### src/design/rgb_hsl_hsv_converter_assert.svh
// ----------------------------------------------------------------------------
// rgb_hsl_hsv_converter_assert.svh
// assertion macros used by the converter
// ----------------------------------------------------------------------------
`ifndef RGB_HSL_HSV_CONVERTER_ASSERT_SVH
`define RGB_HSL_HSV_CONVERTER_ASSERT_SVH

// consequent checked in the same cycle
`define RHHC_ASSERT_SAME(lbl, ante, cons, msg) \
    lbl: assert property (@(posedge clk) disable iff (!rst_n) (ante) |-> (cons)) \
        else $error(msg);

// consequent checked in the following cycle
`define RHHC_ASSERT_NEXT(lbl, ante, cons, msg) \
    lbl: assert property (@(posedge clk) disable iff (!rst_n) (ante) |=> (cons)) \
        else $error(msg);

`endif

### src/design/rhhc_pkg.sv
// ----------------------------------------------------------------------------
// rhhc_pkg
// types, constants and helpers of the rgb / hsl / hsv converter
// ----------------------------------------------------------------------------
`timescale 1ns / 1ps

package rhhc_pkg;

    // color model codes
    localparam logic [1:0] MODEL_RGB = 2'd0;
    localparam logic [1:0] MODEL_HSL = 2'd1;
    localparam logic [1:0] MODEL_HSV = 2'd2;
    localparam logic [1:0] MODEL_BAD = 2'd3;

    localparam logic [10:0] HUE_FULL = 11'd1536;

    // divider geometry: quotient bits, remainder and divisor widths
    localparam int DIV_STEPS = 9;
    localparam int REM_W     = 17;
    localparam int DEN_W     = 9;

    typedef struct packed {
        logic [1:0]  source_model;
        logic [1:0]  target_model;
        logic [10:0] first_in;
        logic [7:0]  second_in;
        logic [7:0]  third_in;
        logic [7:0]  alpha_in;
    } pix_in_t;

    typedef struct packed {
        logic [1:0]  result_model;
        logic [10:0] first_out;
        logic [7:0]  second_out;
        logic [7:0]  third_out;
        logic [7:0]  alpha_out;
    } pix_out_t;

    // information riding alongside the divider
    typedef struct packed {
        logic [1:0]  dst;
        logic        direct;
        logic [10:0] f0;
        logic [7:0]  f1;
        logic [7:0]  f2;
        logic [7:0]  alpha;
        logic        hue_zero;
        logic        hue_neg;
        logic [10:0] hue_base;
        logic        sat_zero;
    } side_t;

    typedef struct packed {
        logic [REM_W-1:0] num_hue;
        logic [DEN_W-1:0] den_hue;
        logic [REM_W-1:0] num_sat;
        logic [DEN_W-1:0] den_sat;
        side_t            side;
    } div_in_t;

    typedef struct packed {
        logic [DIV_STEPS-1:0] q_hue;
        logic [DIV_STEPS-1:0] q_sat;
        side_t                side;
    } div_out_t;

    // round(x / 65280): pre-round to /256, then /255 by multiply with 257
    function automatic logic [7:0] round_div65280(input logic [23:0] x);
        logic [24:0] xs;
        logic [16:0] y;
        logic [25:0] m;
        xs = 25'(x) + 25'd32640;
        y  = xs[24:8];
        m  = 26'(y) * 26'd257 + 26'd257;
        if (m[25:24] != 2'b00)
            return 8'hFF;
        else
            return m[23:16];
    endfunction

endpackage

### src/design/rgb_hsl_hsv_converter.sv
// Converts one color word per clock, unless the output stalls, between RGB, HSL and HSV, alpha copied.
// The pipeline is fifteen register stages deep: input capture, three stages
// that bring HSL or HSV to RGB (products, channel sums, rounding), one stage
// that prepares hue and saturation quotients, nine stages of a restoring
// divider that resolve one quotient bit each, and the output register. A
// new word is taken every cycle unless the pipeline stalls. Ready is held
// low only when every stage holds a word and the output is not being taken.
// ----------------------------------------------------------------------------
// rgb_hsl_hsv_converter
// streaming color model converter, unless stalled one word per clock
// ----------------------------------------------------------------------------
`timescale 1ns / 1ps

module rgb_hsl_hsv_converter (
    input  logic              clk,
    input  logic              rst_n,
    input  logic              in_valid,
    output logic              in_ready,
    input  rhhc_pkg::pix_in_t  in_data,
    output logic              out_valid,
    input  logic              out_ready,
    output rhhc_pkg::pix_out_t out_data
);
    import rhhc_pkg::*;

    localparam int NSTG  = DIV_STEPS + 6;
    localparam int DIV0  = 5;

    typedef struct packed {
        logic [1:0]  src;
        logic [1:0]  dst;
        logic [10:0] ch0;
        logic [7:0]  ch1;
        logic [7:0]  ch2;
        logic [7:0]  alpha;
    } base_t;

    typedef struct packed {
        base_t       bs;
        logic [15:0] q;
        logic [15:0] p;
        logic [10:0] tr;
        logic [10:0] tg;
        logic [10:0] tb;
        logic [15:0] vs;
        logic [15:0] fs;
    } st1_t;

    typedef struct packed {
        base_t       bs;
        logic [23:0] hx_r;
        logic [23:0] hx_g;
        logic [23:0] hx_b;
        logic [23:0] xq;
        logic [23:0] xt;
        logic [23:0] xp;
    } st2_t;

    typedef struct packed {
        base_t      bs;
        logic [7:0] r;
        logic [7:0] g;
        logic [7:0] b;
    } st3_t;

    // hsl channel weight for a hue position
    function automatic logic [8:0] hue_weight(input logic [10:0] t);
        logic [10:0] tmp;
        tmp = 11'd1024 - t;
        if (t < 11'd256)
            return t[8:0];
        else if (t < 11'd768)
            return 9'd256;
        else if (t < 11'd1024)
            return tmp[8:0];
        else
            return 9'd0;
    endfunction

    logic [NSTG-1:0] v_reg;
    logic [NSTG-1:0] en;

    base_t    st0_reg, st0_next;
    st1_t     st1_reg, st1_next;
    st2_t     st2_reg, st2_next;
    st3_t     st3_reg, st3_next;
    div_in_t  st4_reg, st4_next;
    div_out_t div_out;
    pix_out_t out_reg, out_next;

    // stall chain: a stage moves when it is empty or the next one moves
    always_comb
    begin
        en[NSTG-1] = !v_reg[NSTG-1] || out_ready;
        for (int i = NSTG - 2; i >= 0; i--)
            en[i] = !v_reg[i] || en[i+1];
    end

    assign in_ready  = en[0];
    assign out_valid = v_reg[NSTG-1];
    assign out_data  = out_reg;

    always_ff @(posedge clk or negedge rst_n)
    begin
        if (!rst_n)
            v_reg <= '0;
        else
        begin
            if (en[0])
                v_reg[0] <= in_valid;
            for (int i = 1; i < NSTG; i++)
            begin
                if (en[i])
                    v_reg[i] <= v_reg[i-1];
            end
        end
    end

    // stage 0: normalize model codes, wrap hue, clamp red
    always_comb
    begin
        st0_next.src   = (in_data.source_model == MODEL_BAD) ? MODEL_RGB
                                                             : in_data.source_model;
        st0_next.dst   = (in_data.target_model == MODEL_BAD) ? MODEL_RGB
                                                             : in_data.target_model;
        st0_next.ch0   = in_data.first_in;
        if (st0_next.src == MODEL_RGB)
        begin
            if (in_data.first_in > 11'd255)
                st0_next.ch0 = 11'd255;
        end
        else if (in_data.first_in >= HUE_FULL)
            st0_next.ch0 = in_data.first_in - HUE_FULL;
        st0_next.ch1   = in_data.second_in;
        st0_next.ch2   = in_data.third_in;
        st0_next.alpha = in_data.alpha_in;
    end

    // stage 1: hsl q and p, hsv products, hue positions
    logic [15:0] m_ls;
    logic [16:0] q17;
    logic [16:0] p17;
    logic [11:0] h_r;
    logic [11:0] h_b;
    always_comb
    begin
        m_ls = 16'(st0_reg.ch2) * 16'(st0_reg.ch1);
        if (!st0_reg.ch2[7])
            q17 = 17'(st0_reg.ch2) * 17'd255 + 17'(m_ls);
        else
            q17 = (17'(st0_reg.ch2) + 17'(st0_reg.ch1)) * 17'd255 - 17'(m_ls);
        p17 = 17'(st0_reg.ch2) * 17'd510 - q17;
        h_r = 12'(st0_reg.ch0) + 12'd512;
        h_b = 12'(st0_reg.ch0) + 12'd1024;
        st1_next.bs = st0_reg;
        st1_next.q  = q17[15:0];
        st1_next.p  = p17[15:0];
        st1_next.tg = st0_reg.ch0;
        st1_next.tr = (h_r >= 12'(HUE_FULL)) ? 11'(h_r - 12'(HUE_FULL)) : h_r[10:0];
        st1_next.tb = (h_b >= 12'(HUE_FULL)) ? 11'(h_b - 12'(HUE_FULL)) : h_b[10:0];
        st1_next.vs = 16'(st0_reg.ch2) * 16'(8'd255 - st0_reg.ch1);
        st1_next.fs = 16'(st0_reg.ch0[7:0]) * 16'(st0_reg.ch1);
    end

    // stage 2: channel sums before rounding
    logic [15:0] dqp;
    logic [15:0] s_tail;
    always_comb
    begin
        dqp    = st1_reg.q - st1_reg.p;
        s_tail = {st1_reg.bs.ch1, 8'h00} - st1_reg.fs;
        st2_next.bs   = st1_reg.bs;
        st2_next.hx_r = {st1_reg.p, 8'h00} + 24'(dqp) * 24'(hue_weight(st1_reg.tr));
        st2_next.hx_g = {st1_reg.p, 8'h00} + 24'(dqp) * 24'(hue_weight(st1_reg.tg));
        st2_next.hx_b = {st1_reg.p, 8'h00} + 24'(dqp) * 24'(hue_weight(st1_reg.tb));
        st2_next.xq   = 24'(st1_reg.bs.ch2) * 24'(16'd65280 - st1_reg.fs);
        st2_next.xt   = 24'(st1_reg.bs.ch2) * 24'(16'd65280 - s_tail);
        st2_next.xp   = {st1_reg.vs, 8'h00};
    end

    // stage 3: round to 8 bits and pick rgb
    logic [7:0] pv, qv, tv, vv;
    always_comb
    begin
        pv = round_div65280(st2_reg.xp);
        qv = round_div65280(st2_reg.xq);
        tv = round_div65280(st2_reg.xt);
        vv = st2_reg.bs.ch2;
        st3_next.bs = st2_reg.bs;
        st3_next.r  = st2_reg.bs.ch0[7:0];
        st3_next.g  = st2_reg.bs.ch1;
        st3_next.b  = st2_reg.bs.ch2;
        if (st2_reg.bs.src == MODEL_HSL)
        begin
            if (st2_reg.bs.ch1 != 8'd0)
            begin
                st3_next.r = round_div65280(st2_reg.hx_r);
                st3_next.g = round_div65280(st2_reg.hx_g);
                st3_next.b = round_div65280(st2_reg.hx_b);
            end
            else
            begin
                // gray: every channel equals lightness
                st3_next.r = st2_reg.bs.ch2;
                st3_next.g = st2_reg.bs.ch2;
                st3_next.b = st2_reg.bs.ch2;
            end
        end
        else if (st2_reg.bs.src == MODEL_HSV)
        begin
            case (st2_reg.bs.ch0[10:8])
                3'd0:    begin st3_next.r = vv; st3_next.g = tv; st3_next.b = pv; end
                3'd1:    begin st3_next.r = qv; st3_next.g = vv; st3_next.b = pv; end
                3'd2:    begin st3_next.r = pv; st3_next.g = vv; st3_next.b = tv; end
                3'd3:    begin st3_next.r = pv; st3_next.g = qv; st3_next.b = vv; end
                3'd4:    begin st3_next.r = tv; st3_next.g = pv; st3_next.b = vv; end
                default: begin st3_next.r = vv; st3_next.g = pv; st3_next.b = qv; end
            endcase
        end
    end

    // stage 4: extremes, hue sector, divider operands
    logic [7:0] mx, mn, dd, ha, hc, diff, sden;
    logic [8:0] sum;
    logic [8:0] light9;
    logic       pass;
    always_comb
    begin
        mx = st3_reg.r;
        if (st3_reg.g > mx) mx = st3_reg.g;
        if (st3_reg.b > mx) mx = st3_reg.b;
        mn = st3_reg.r;
        if (st3_reg.g < mn) mn = st3_reg.g;
        if (st3_reg.b < mn) mn = st3_reg.b;
        dd     = mx - mn;
        sum    = 9'(mx) + 9'(mn);
        light9 = (sum + 9'd1) >> 1;
        pass   = (st3_reg.bs.src == st3_reg.bs.dst);

        st4_next.side.hue_base = 11'd0;
        ha = st3_reg.g;
        hc = st3_reg.b;
        if (mx == st3_reg.r)
        begin
            ha = st3_reg.g;
            hc = st3_reg.b;
        end
        else if (mx == st3_reg.g)
        begin
            ha = st3_reg.b;
            hc = st3_reg.r;
            st4_next.side.hue_base = 11'd512;
        end
        else
        begin
            ha = st3_reg.r;
            hc = st3_reg.g;
            st4_next.side.hue_base = 11'd1024;
        end
        st4_next.side.hue_neg = (ha < hc);
        diff = (ha < hc) ? hc - ha : ha - hc;

        if (st3_reg.bs.dst == MODEL_HSV)
            sden = mx;
        else if (sum > 9'd255)
            sden = 8'(9'd510 - sum);
        else
            sden = sum[7:0];

        // rounded 256 * diff / dd as (512 * diff + dd) / (2 * dd)
        st4_next.num_hue = {diff, 9'h000} + REM_W'(dd);
        st4_next.den_hue = (dd == 8'd0) ? DEN_W'(2) : {dd, 1'b0};
        st4_next.num_sat = 17'(16'(dd) * 16'd255) * 17'd2 + REM_W'(sden);
        st4_next.den_sat = (dd == 8'd0) ? DEN_W'(2) : {sden, 1'b0};

        st4_next.side.dst      = st3_reg.bs.dst;
        st4_next.side.direct   = pass || (st3_reg.bs.dst == MODEL_RGB);
        st4_next.side.alpha    = st3_reg.bs.alpha;
        st4_next.side.hue_zero = (dd == 8'd0);
        st4_next.side.sat_zero = (dd == 8'd0);
        if (pass)
        begin
            st4_next.side.f0 = st3_reg.bs.ch0;
            st4_next.side.f1 = st3_reg.bs.ch1;
            st4_next.side.f2 = st3_reg.bs.ch2;
        end
        else
        begin
            st4_next.side.f0 = 11'(st3_reg.r);
            st4_next.side.f1 = st3_reg.g;
            if (st3_reg.bs.dst == MODEL_RGB)
                st4_next.side.f2 = st3_reg.b;
            else if (st3_reg.bs.dst == MODEL_HSL)
                st4_next.side.f2 = light9[7:0];
            else
                st4_next.side.f2 = mx;
        end
    end

    // front stage registers
    always_ff @(posedge clk)
    begin
        if (en[0]) st0_reg <= st0_next;
        if (en[1]) st1_reg <= st1_next;
        if (en[2]) st2_reg <= st2_next;
        if (en[3]) st3_reg <= st3_next;
        if (en[4]) st4_reg <= st4_next;
    end

    rhhc_div u_div (
        .clk  (clk),
        .en   (en[DIV0 +: DIV_STEPS]),
        .din  (st4_reg),
        .dout (div_out)
    );

    // output stage: hue from sector base and offset, final selection
    logic [11:0] hue12;
    logic [11:0] hue_w;
    always_comb
    begin
        if (!div_out.side.hue_neg)
            hue12 = 12'(div_out.side.hue_base) + 12'(div_out.q_hue);
        else if (div_out.side.hue_base == 11'd0)
            hue12 = 12'(HUE_FULL) - 12'(div_out.q_hue);
        else
            hue12 = 12'(div_out.side.hue_base) - 12'(div_out.q_hue);
        hue_w = (hue12 >= 12'(HUE_FULL)) ? hue12 - 12'(HUE_FULL) : hue12;

        out_next.result_model = div_out.side.dst;
        out_next.alpha_out    = div_out.side.alpha;
        out_next.third_out    = div_out.side.f2;
        if (div_out.side.direct)
        begin
            out_next.first_out  = div_out.side.f0;
            out_next.second_out = div_out.side.f1;
        end
        else
        begin
            out_next.first_out  = div_out.side.hue_zero ? 11'd0 : hue_w[10:0];
            out_next.second_out = div_out.side.sat_zero ? 8'd0 : div_out.q_sat[7:0];
        end
    end

    always_ff @(posedge clk)
    begin
        if (en[NSTG-1])
            out_reg <= out_next;
    end

    // checks
    `include "rgb_hsl_hsv_converter_assert.svh"

    `RHHC_ASSERT_SAME(a_ready_full, !in_ready, (&v_reg) && !out_ready, "stall with empty stage")
    `RHHC_ASSERT_SAME(a_first_range, out_valid, (out_data.result_model == MODEL_RGB) ? (out_data.first_out <= 11'd255) : (out_data.first_out < HUE_FULL), "first field out of range")
    `RHHC_ASSERT_NEXT(a_take_word, in_valid && in_ready, v_reg[0], "accepted word lost")

endmodule

### src/design/rhhc_div.sv
// ----------------------------------------------------------------------------
// rhhc_div
// pipelined restoring divider, two quotients, one quotient bit per stage
// ----------------------------------------------------------------------------
`timescale 1ns / 1ps

module rhhc_div (
    input  logic                          clk,
    input  logic [rhhc_pkg::DIV_STEPS-1:0] en,
    input  rhhc_pkg::div_in_t             din,
    output rhhc_pkg::div_out_t            dout
);
    import rhhc_pkg::*;

    typedef struct packed {
        logic [REM_W-1:0]     rem_hue;
        logic [DEN_W-1:0]     den_hue;
        logic [DIV_STEPS-1:0] q_hue;
        logic [REM_W-1:0]     rem_sat;
        logic [DEN_W-1:0]     den_sat;
        logic [DIV_STEPS-1:0] q_sat;
        side_t                side;
    } dstage_t;

    dstage_t stage_reg [DIV_STEPS];

    // stage zero takes the numerators as the running remainders
    dstage_t first_stage;
    always_comb
    begin
        first_stage.rem_hue = din.num_hue;
        first_stage.den_hue = din.den_hue;
        first_stage.q_hue   = '0;
        first_stage.rem_sat = din.num_sat;
        first_stage.den_sat = din.den_sat;
        first_stage.q_sat   = '0;
        first_stage.side    = din.side;
    end

    for (genvar k = 0; k < DIV_STEPS; k++)
    begin : g_step
        localparam int BIT = DIV_STEPS - 1 - k;
        dstage_t          prev;
        dstage_t          stage_next;
        logic [REM_W-1:0] trial_hue;
        logic [REM_W-1:0] trial_sat;

        if (k == 0)
        begin : g_head
            assign prev = first_stage;
        end
        else
        begin : g_body
            assign prev = stage_reg[k-1];
        end

        // compare and subtract the shifted divisor
        always_comb
        begin
            trial_hue  = REM_W'(prev.den_hue) << BIT;
            trial_sat  = REM_W'(prev.den_sat) << BIT;
            stage_next = prev;
            if (prev.rem_hue >= trial_hue)
            begin
                stage_next.rem_hue     = prev.rem_hue - trial_hue;
                stage_next.q_hue[BIT]  = 1'b1;
            end
            if (prev.rem_sat >= trial_sat)
            begin
                stage_next.rem_sat     = prev.rem_sat - trial_sat;
                stage_next.q_sat[BIT]  = 1'b1;
            end
        end

        always_ff @(posedge clk)
        begin
            if (en[k])
                stage_reg[k] <= stage_next;
        end
    end

    assign dout.q_hue = stage_reg[DIV_STEPS-1].q_hue;
    assign dout.q_sat = stage_reg[DIV_STEPS-1].q_sat;
    assign dout.side  = stage_reg[DIV_STEPS-1].side;

endmodule

### config.mk
export PLATFORM = sky130hd
export DESIGN_NAME = rgb_hsl_hsv_converter
export DESIGN_NICKNAME = d
export VERILOG_FILES = /design/src/design/rhhc_pkg.sv /design/src/design/rgb_hsl_hsv_converter.sv /design/src/design/rhhc_div.sv
export VERILOG_INCLUDE_DIRS = /design/src /design/src/design
export SDC_FILE = /design/constraint.sdc
export NUM_CORES = 2
export LEC_CHECK = 0
export BUFFER_PORTS_ARGS = -buffer_cell sky130_fd_sc_hd__buf_2
export CORE_MARGIN = 5
export CORE_UTILIZATION = 60
export CTS_CLUSTER_DIAMETER = 80
export DETAILED_ROUTE_END_ITERATION = 6
export PLACE_DENSITY = 0.76
export SKIP_CTS_REPAIR_TIMING = 1
export SLEW_MARGIN = 20
export SYNTH_ARGS = -nofsm -noshare
export SYNTH_HDL_FRONTEND = slang
export SYNTH_SLANG_ARGS = --single-unit
### constraint.sdc
create_clock -name clk -period 16.1 [get_ports clk]
set_clock_uncertainty 0.05 [all_clocks]
set_input_delay 2.415 -clock clk [delete_from_list [all_inputs] [get_ports clk]]
set_output_delay 2.415 -clock clk [all_outputs]
set_load 0.02 [all_outputs]
After elaboration in Yosys (flattened, before gate mapping)
Memory sizes are Yosys's and may differ from the RTL's.
Index checks and enable logic that the tools add are counted.
{"block": "word_totals", "out_inout_bits": 39, "in_bits": 43, "n_memories": 1, "ram_bits": 1098, "reg_bits": 557, "elab_cells": 351}
{"memory": "u_div.stage_reg", "depth": 9, "word_bits": 122, "read_ports": 9, "rd_ports_with_merged_regs": 0, "write_ports": 9, "line_no": "rhhc_div.sv:25", "source": "dstage_t stage_reg [DIV_STEPS];"}
{"block": "classes", "n_eq_ne": 13, "n_mul": 18, "n_lt_le_gt_ge": 38, "reduce_logical": 43, "add_sub_neg": 62, "n_mux": 101}
{"cell": "17-bit two-way mux", "count": 18}
{"cell": "8-bit two-way mux", "count": 20}
{"cell": "26-bit by 9-bit adder with 26-bit output, second input constant", "count": 6}
{"cell": "17-bit by 9-bit multiplier with 26-bit output, second input constant", "count": 6}
{"cell": "24-bit by 15-bit adder with 25-bit output, second input constant", "count": 6}
{"cell": "24-bit case mux with 5 select lines", "count": 1}
{"cell": "24-bit two-way mux", "count": 4}
{"cell": "11-bit two-way mux", "count": 8}
{"cell": "9-bit two-way mux", "count": 9}
{"cell": "24-bit adder", "count": 3}
{"cell": "16-bit by 9-bit multiplier with 24-bit output", "count": 3}
{"cell": "16-bit subtractor", "count": 4}
{"cell": "9-bit by 17-bit multiplier with 24-bit output", "count": 2}
{"cell": "11-bit subtractor, second input constant", "count": 4}
{"cell": "12-bit by 11-bit >= comparator with 1-bit output, second input constant", "count": 3}
{"cell": "1-bit two-way mux", "count": 36}
{"cell": "17-bit by 8-bit adder with 17-bit output", "count": 2}
{"cell": "17-bit by 10-bit >= comparator with 1-bit output", "count": 2}
{"cell": "17-bit by 11-bit >= comparator with 1-bit output", "count": 2}
{"cell": "17-bit by 12-bit >= comparator with 1-bit output", "count": 2}
{"cell": "17-bit by 13-bit >= comparator with 1-bit output", "count": 2}
{"cell": "17-bit by 14-bit >= comparator with 1-bit output", "count": 2}
{"cell": "17-bit by 15-bit >= comparator with 1-bit output", "count": 2}
{"cell": "17-bit by 16-bit >= comparator with 1-bit output", "count": 2}
{"cell": "other kinds (56)", "count": 126}

Logic depth before layout (Yosys ltp)
{"block": "depth", "word_depth": 16, "depth_mapped": 47, "mapped_depth_nobuf": 42}

By module
A second synthesis with hierarchy kept.
{"block": "unflattened", "hier_cells": 9444, "hier_area_um2": 105755.2}
{"module": "rgb_hsl_hsv_converter", "seq_area_each_um2": 14639.0, "cells_per_inst": 6959, "n_inst": 1, "area_each_um2": 66252.3}
{"module": "rhhc_div", "seq_area_each_um2": 29248.1, "cells_per_inst": 2485, "n_inst": 1, "area_each_um2": 39502.9}

Least setup slack after synthesis
OpenSTA, ideal clock, no wires.
{"block": "synth_path", "path_kind": "input-to-output", "start": "input port out_ready", "end": "output port in_ready", "required_time_ps": 13635, "path_stages": 10, "n_path_buf": 0, "t_arrival_ps": 11311, "slack_ps": 2324, "path_cell_list": "nor2b_1 nand2_1 nor2_1 and2_1 inv_1 nor2_1 and2_1 nand3_1 nor2_1 nand2_1"}
{"block": "synth_via", "elab_chain_cells": 15}
{"item": "from (decl)", "line_no": "rgb_hsl_hsv_converter.sv:21", "source": "input logic out_ready,"}
{"item": "1-bit logical OR", "line_no": "rgb_hsl_hsv_converter.sv:94", "source": "en[NSTG-1] = !v_reg[NSTG-1] || out_ready;"}
{"item": "1-bit logical OR", "line_no": "rgb_hsl_hsv_converter.sv:96", "source": "en[i] = !v_reg[i] || en[i+1];"}
{"item": "named net en[13]", "line_no": "rgb_hsl_hsv_converter.sv:81", "source": "logic [NSTG-1:0] en;"}
{"item": "1-bit logical OR (4 in a row)", "line_no": "rgb_hsl_hsv_converter.sv:96"}
{"item": "named net en[9]", "line_no": "rgb_hsl_hsv_converter.sv:81"}
{"item": "1-bit logical OR (7 in a row)", "line_no": "rgb_hsl_hsv_converter.sv:96"}
{"item": "named net en[2]", "line_no": "rgb_hsl_hsv_converter.sv:81"}
{"item": "1-bit logical OR (2 in a row)", "line_no": "rgb_hsl_hsv_converter.sv:96"}
{"item": "to (decl)", "line_no": "rgb_hsl_hsv_converter.sv:18", "source": "output logic in_ready,"}
The timed path passes the listed nets, and every way through them passes these cells.

==> run summary <==
Status: completed
Die Span Y: 417 um
Synthesized area per cell: 11.1 um2
Final worst slack: 5.84 ns
Crit path max-delay family: adder cells
Initial Utilization: 0.603
Max Fanout on Critical Path: 22
Clock tree buffer depth: 3
Period utilization: 0.637
Num ports: 82
Vias in the first global route: 68,903
Arr. time, crit path: 10.73 ns
Worst-Skew Late Latency: 0.78 ns
CP Launch Type: register
Seq/Total Area, Yosys: 0.406
Routability cong.: 0.944
# clock sinks: 1,348
CTS tree: done
Gate Count Post-Synth: 8,971
Crit path top cell by count: ha_1
FF/Latch Area: 40,400 um2
GR Util met1: 0.337
Gr busiest metal: met2
Layout cell share with drive strength beyond 1: 0.0573
Fin crit period: 10.26 ns
Area after DPL: 103,000 um2
Num CTS Buffers: 140
Syn. warnings: 0
Post-synth top cells: inv_1, edfxtp_1, ha_1
Total core area: 165,000 um2
DP Worst Slack: 5.92 ns
Initial antenna violation count: 9
Hold Vio Cnt, Final: 0
Max-cap violations: 0
Rows: 149
Vias: 65,839
Distinct cells, synth: 103
Largest net degree at the start of global routing: 88
F_max: 97.5 MHz
Grt met2 use: 0.463
Worst EP required: 16.58 ns
Synth top area cells: edfxtp_1, fa_1, ha_1
Global-route wire length before repair: 368,000 um
Clk root buf: clkbuf_16
Layout Cell Area excl Fill: 107,000 um2
Wire per inst: 20.1 um
Final slew viol count: 0
First drt pass iteration count: 6
Yosys reg bits: 1,348
Fill cells: 12,313
Kind of critical path: register to register
Cell with the most instances after synthesis: inv_1
DP HPWL: 174,000 um
Clk slew on worst S/H paths: 0.06 ns
Main synth FF type: edfxtp_1
Area share of the largest cell type after synthesis: 0.402
Setup TNS: 0 ns
EDFF count, synth: 1,333
Syn_nets: 10,735
Slowest CP cell: nand2_1
Die area: 174,000 um2
Synth area leader: edfxtp_1
Relative slew slack: 0.213
Max FFs per register: 858
Antenna-violating nets left: 0
Gr usage total: 0.266
Die width: 417 um
Htree depth: 4
Nets: 10,819
Routing usage on met3: 0.0335
Crit. End Element: register
Grt ovf: 0
Synth-to-layout area growth: 7.73%
Cell area after synthesis: 99,500 um2
Multi-input logic area: 53,400 um2
Port buffer count: 81
WL final: 228,000 um
DRC: 0
Least-Margin Pin Slew: 1.18 ns
CP Buf/Inv Count: 3
RSZ-0062 raised after global routing: false
Vias/cell: 5.80
Critical Path Max Stage Delay: 0.62 ns
DRT iter0 DRCs: 4,729
Async S/R FF share, synth: 0.0111
Final setup violation count: 0
Worst hold path type: register to register
[logic make-up after synthesis]
| kind of cell | share of synthesized area |
|---|---|
| xor+xnor | 0.0496 |
| flops | 0.406 |
| compound gates | 0.0826 |
| fa+ha+maj | 0.276 |
| buf+inv | 0.0595 |
| mux | 0.00938 |
| simple gates | 0.117 |
[layout by cell type, fill, tap and decap left out, types with 170 or more instances in the layout]
| master | instances |
|---|---|
| xnor2_1 | 382 |
| nor2_1 | 650 |
| inv_1 | 1340 |
| ha_1 | 929 |
| o21ai_0 | 267 |
| and2_1 | 228 |
| fa_1 | 792 |
| edfxtp_1 | 1333 |
| a21oi_1 | 338 |
| nand2_1 | 740 |
| xor2_1 | 170 |
[per-stage QoR]
step	hold slack, ns	utilization	cells
after floorplan	0.350	-	8971
after global placement	0.351	0.622	11100
after detailed placement	0.355	0.622	11100
after CTS	0.327	0.650	11353
after global routing	0.327	0.650	11359
final	0.339	0.650	11360
[worst paths after layout]
kind | startpoint | end | slack [ns] | cells past startpoint
setup / recovery | st3_reg[17] | st4_reg[77] | 5.84 | 36
hold / removal | u_div.stage_reg[0][133] | u_div.stage_reg[0][255] | 0.34 | 0
setup reg to reg | st3_reg[17] | st4_reg[77] | 5.84 | 36
hold reg to reg | u_div.stage_reg[0][133] | u_div.stage_reg[0][255] | 0.34 | 0
max in group asynchronous | rst_n | v_reg[4] | 14.08 | 1
min in group asynchronous | rst_n | v_reg[5] | 1.56 | 1
[area by class of cell]
| class | instances | area share |
|---|---|---|
| multi-input cells | 6047 | 0.498 |
| clock inverters | 78 | 0.00816 |
| well taps | 2189 | 0.0255 |
| diodes | 5 | 0.000117 |
| inverters | 1351 | 0.0474 |
| repair buffers | 167 | 0.00999 |
| clock buffers | 175 | 0.0345 |
| flip-flops and latches | 1348 | 0.377 |
[metal layers]
metal,vias up,routed length (um)
met5,-,13
met4,2,10900
met3,596,12200
met2,2052,114000
met1,32563,90700
li1,30626,-
Power is left out: the tool's default activity adds up to more than one toggle a clock period on the data nets, which glitch-free logic cannot reach.
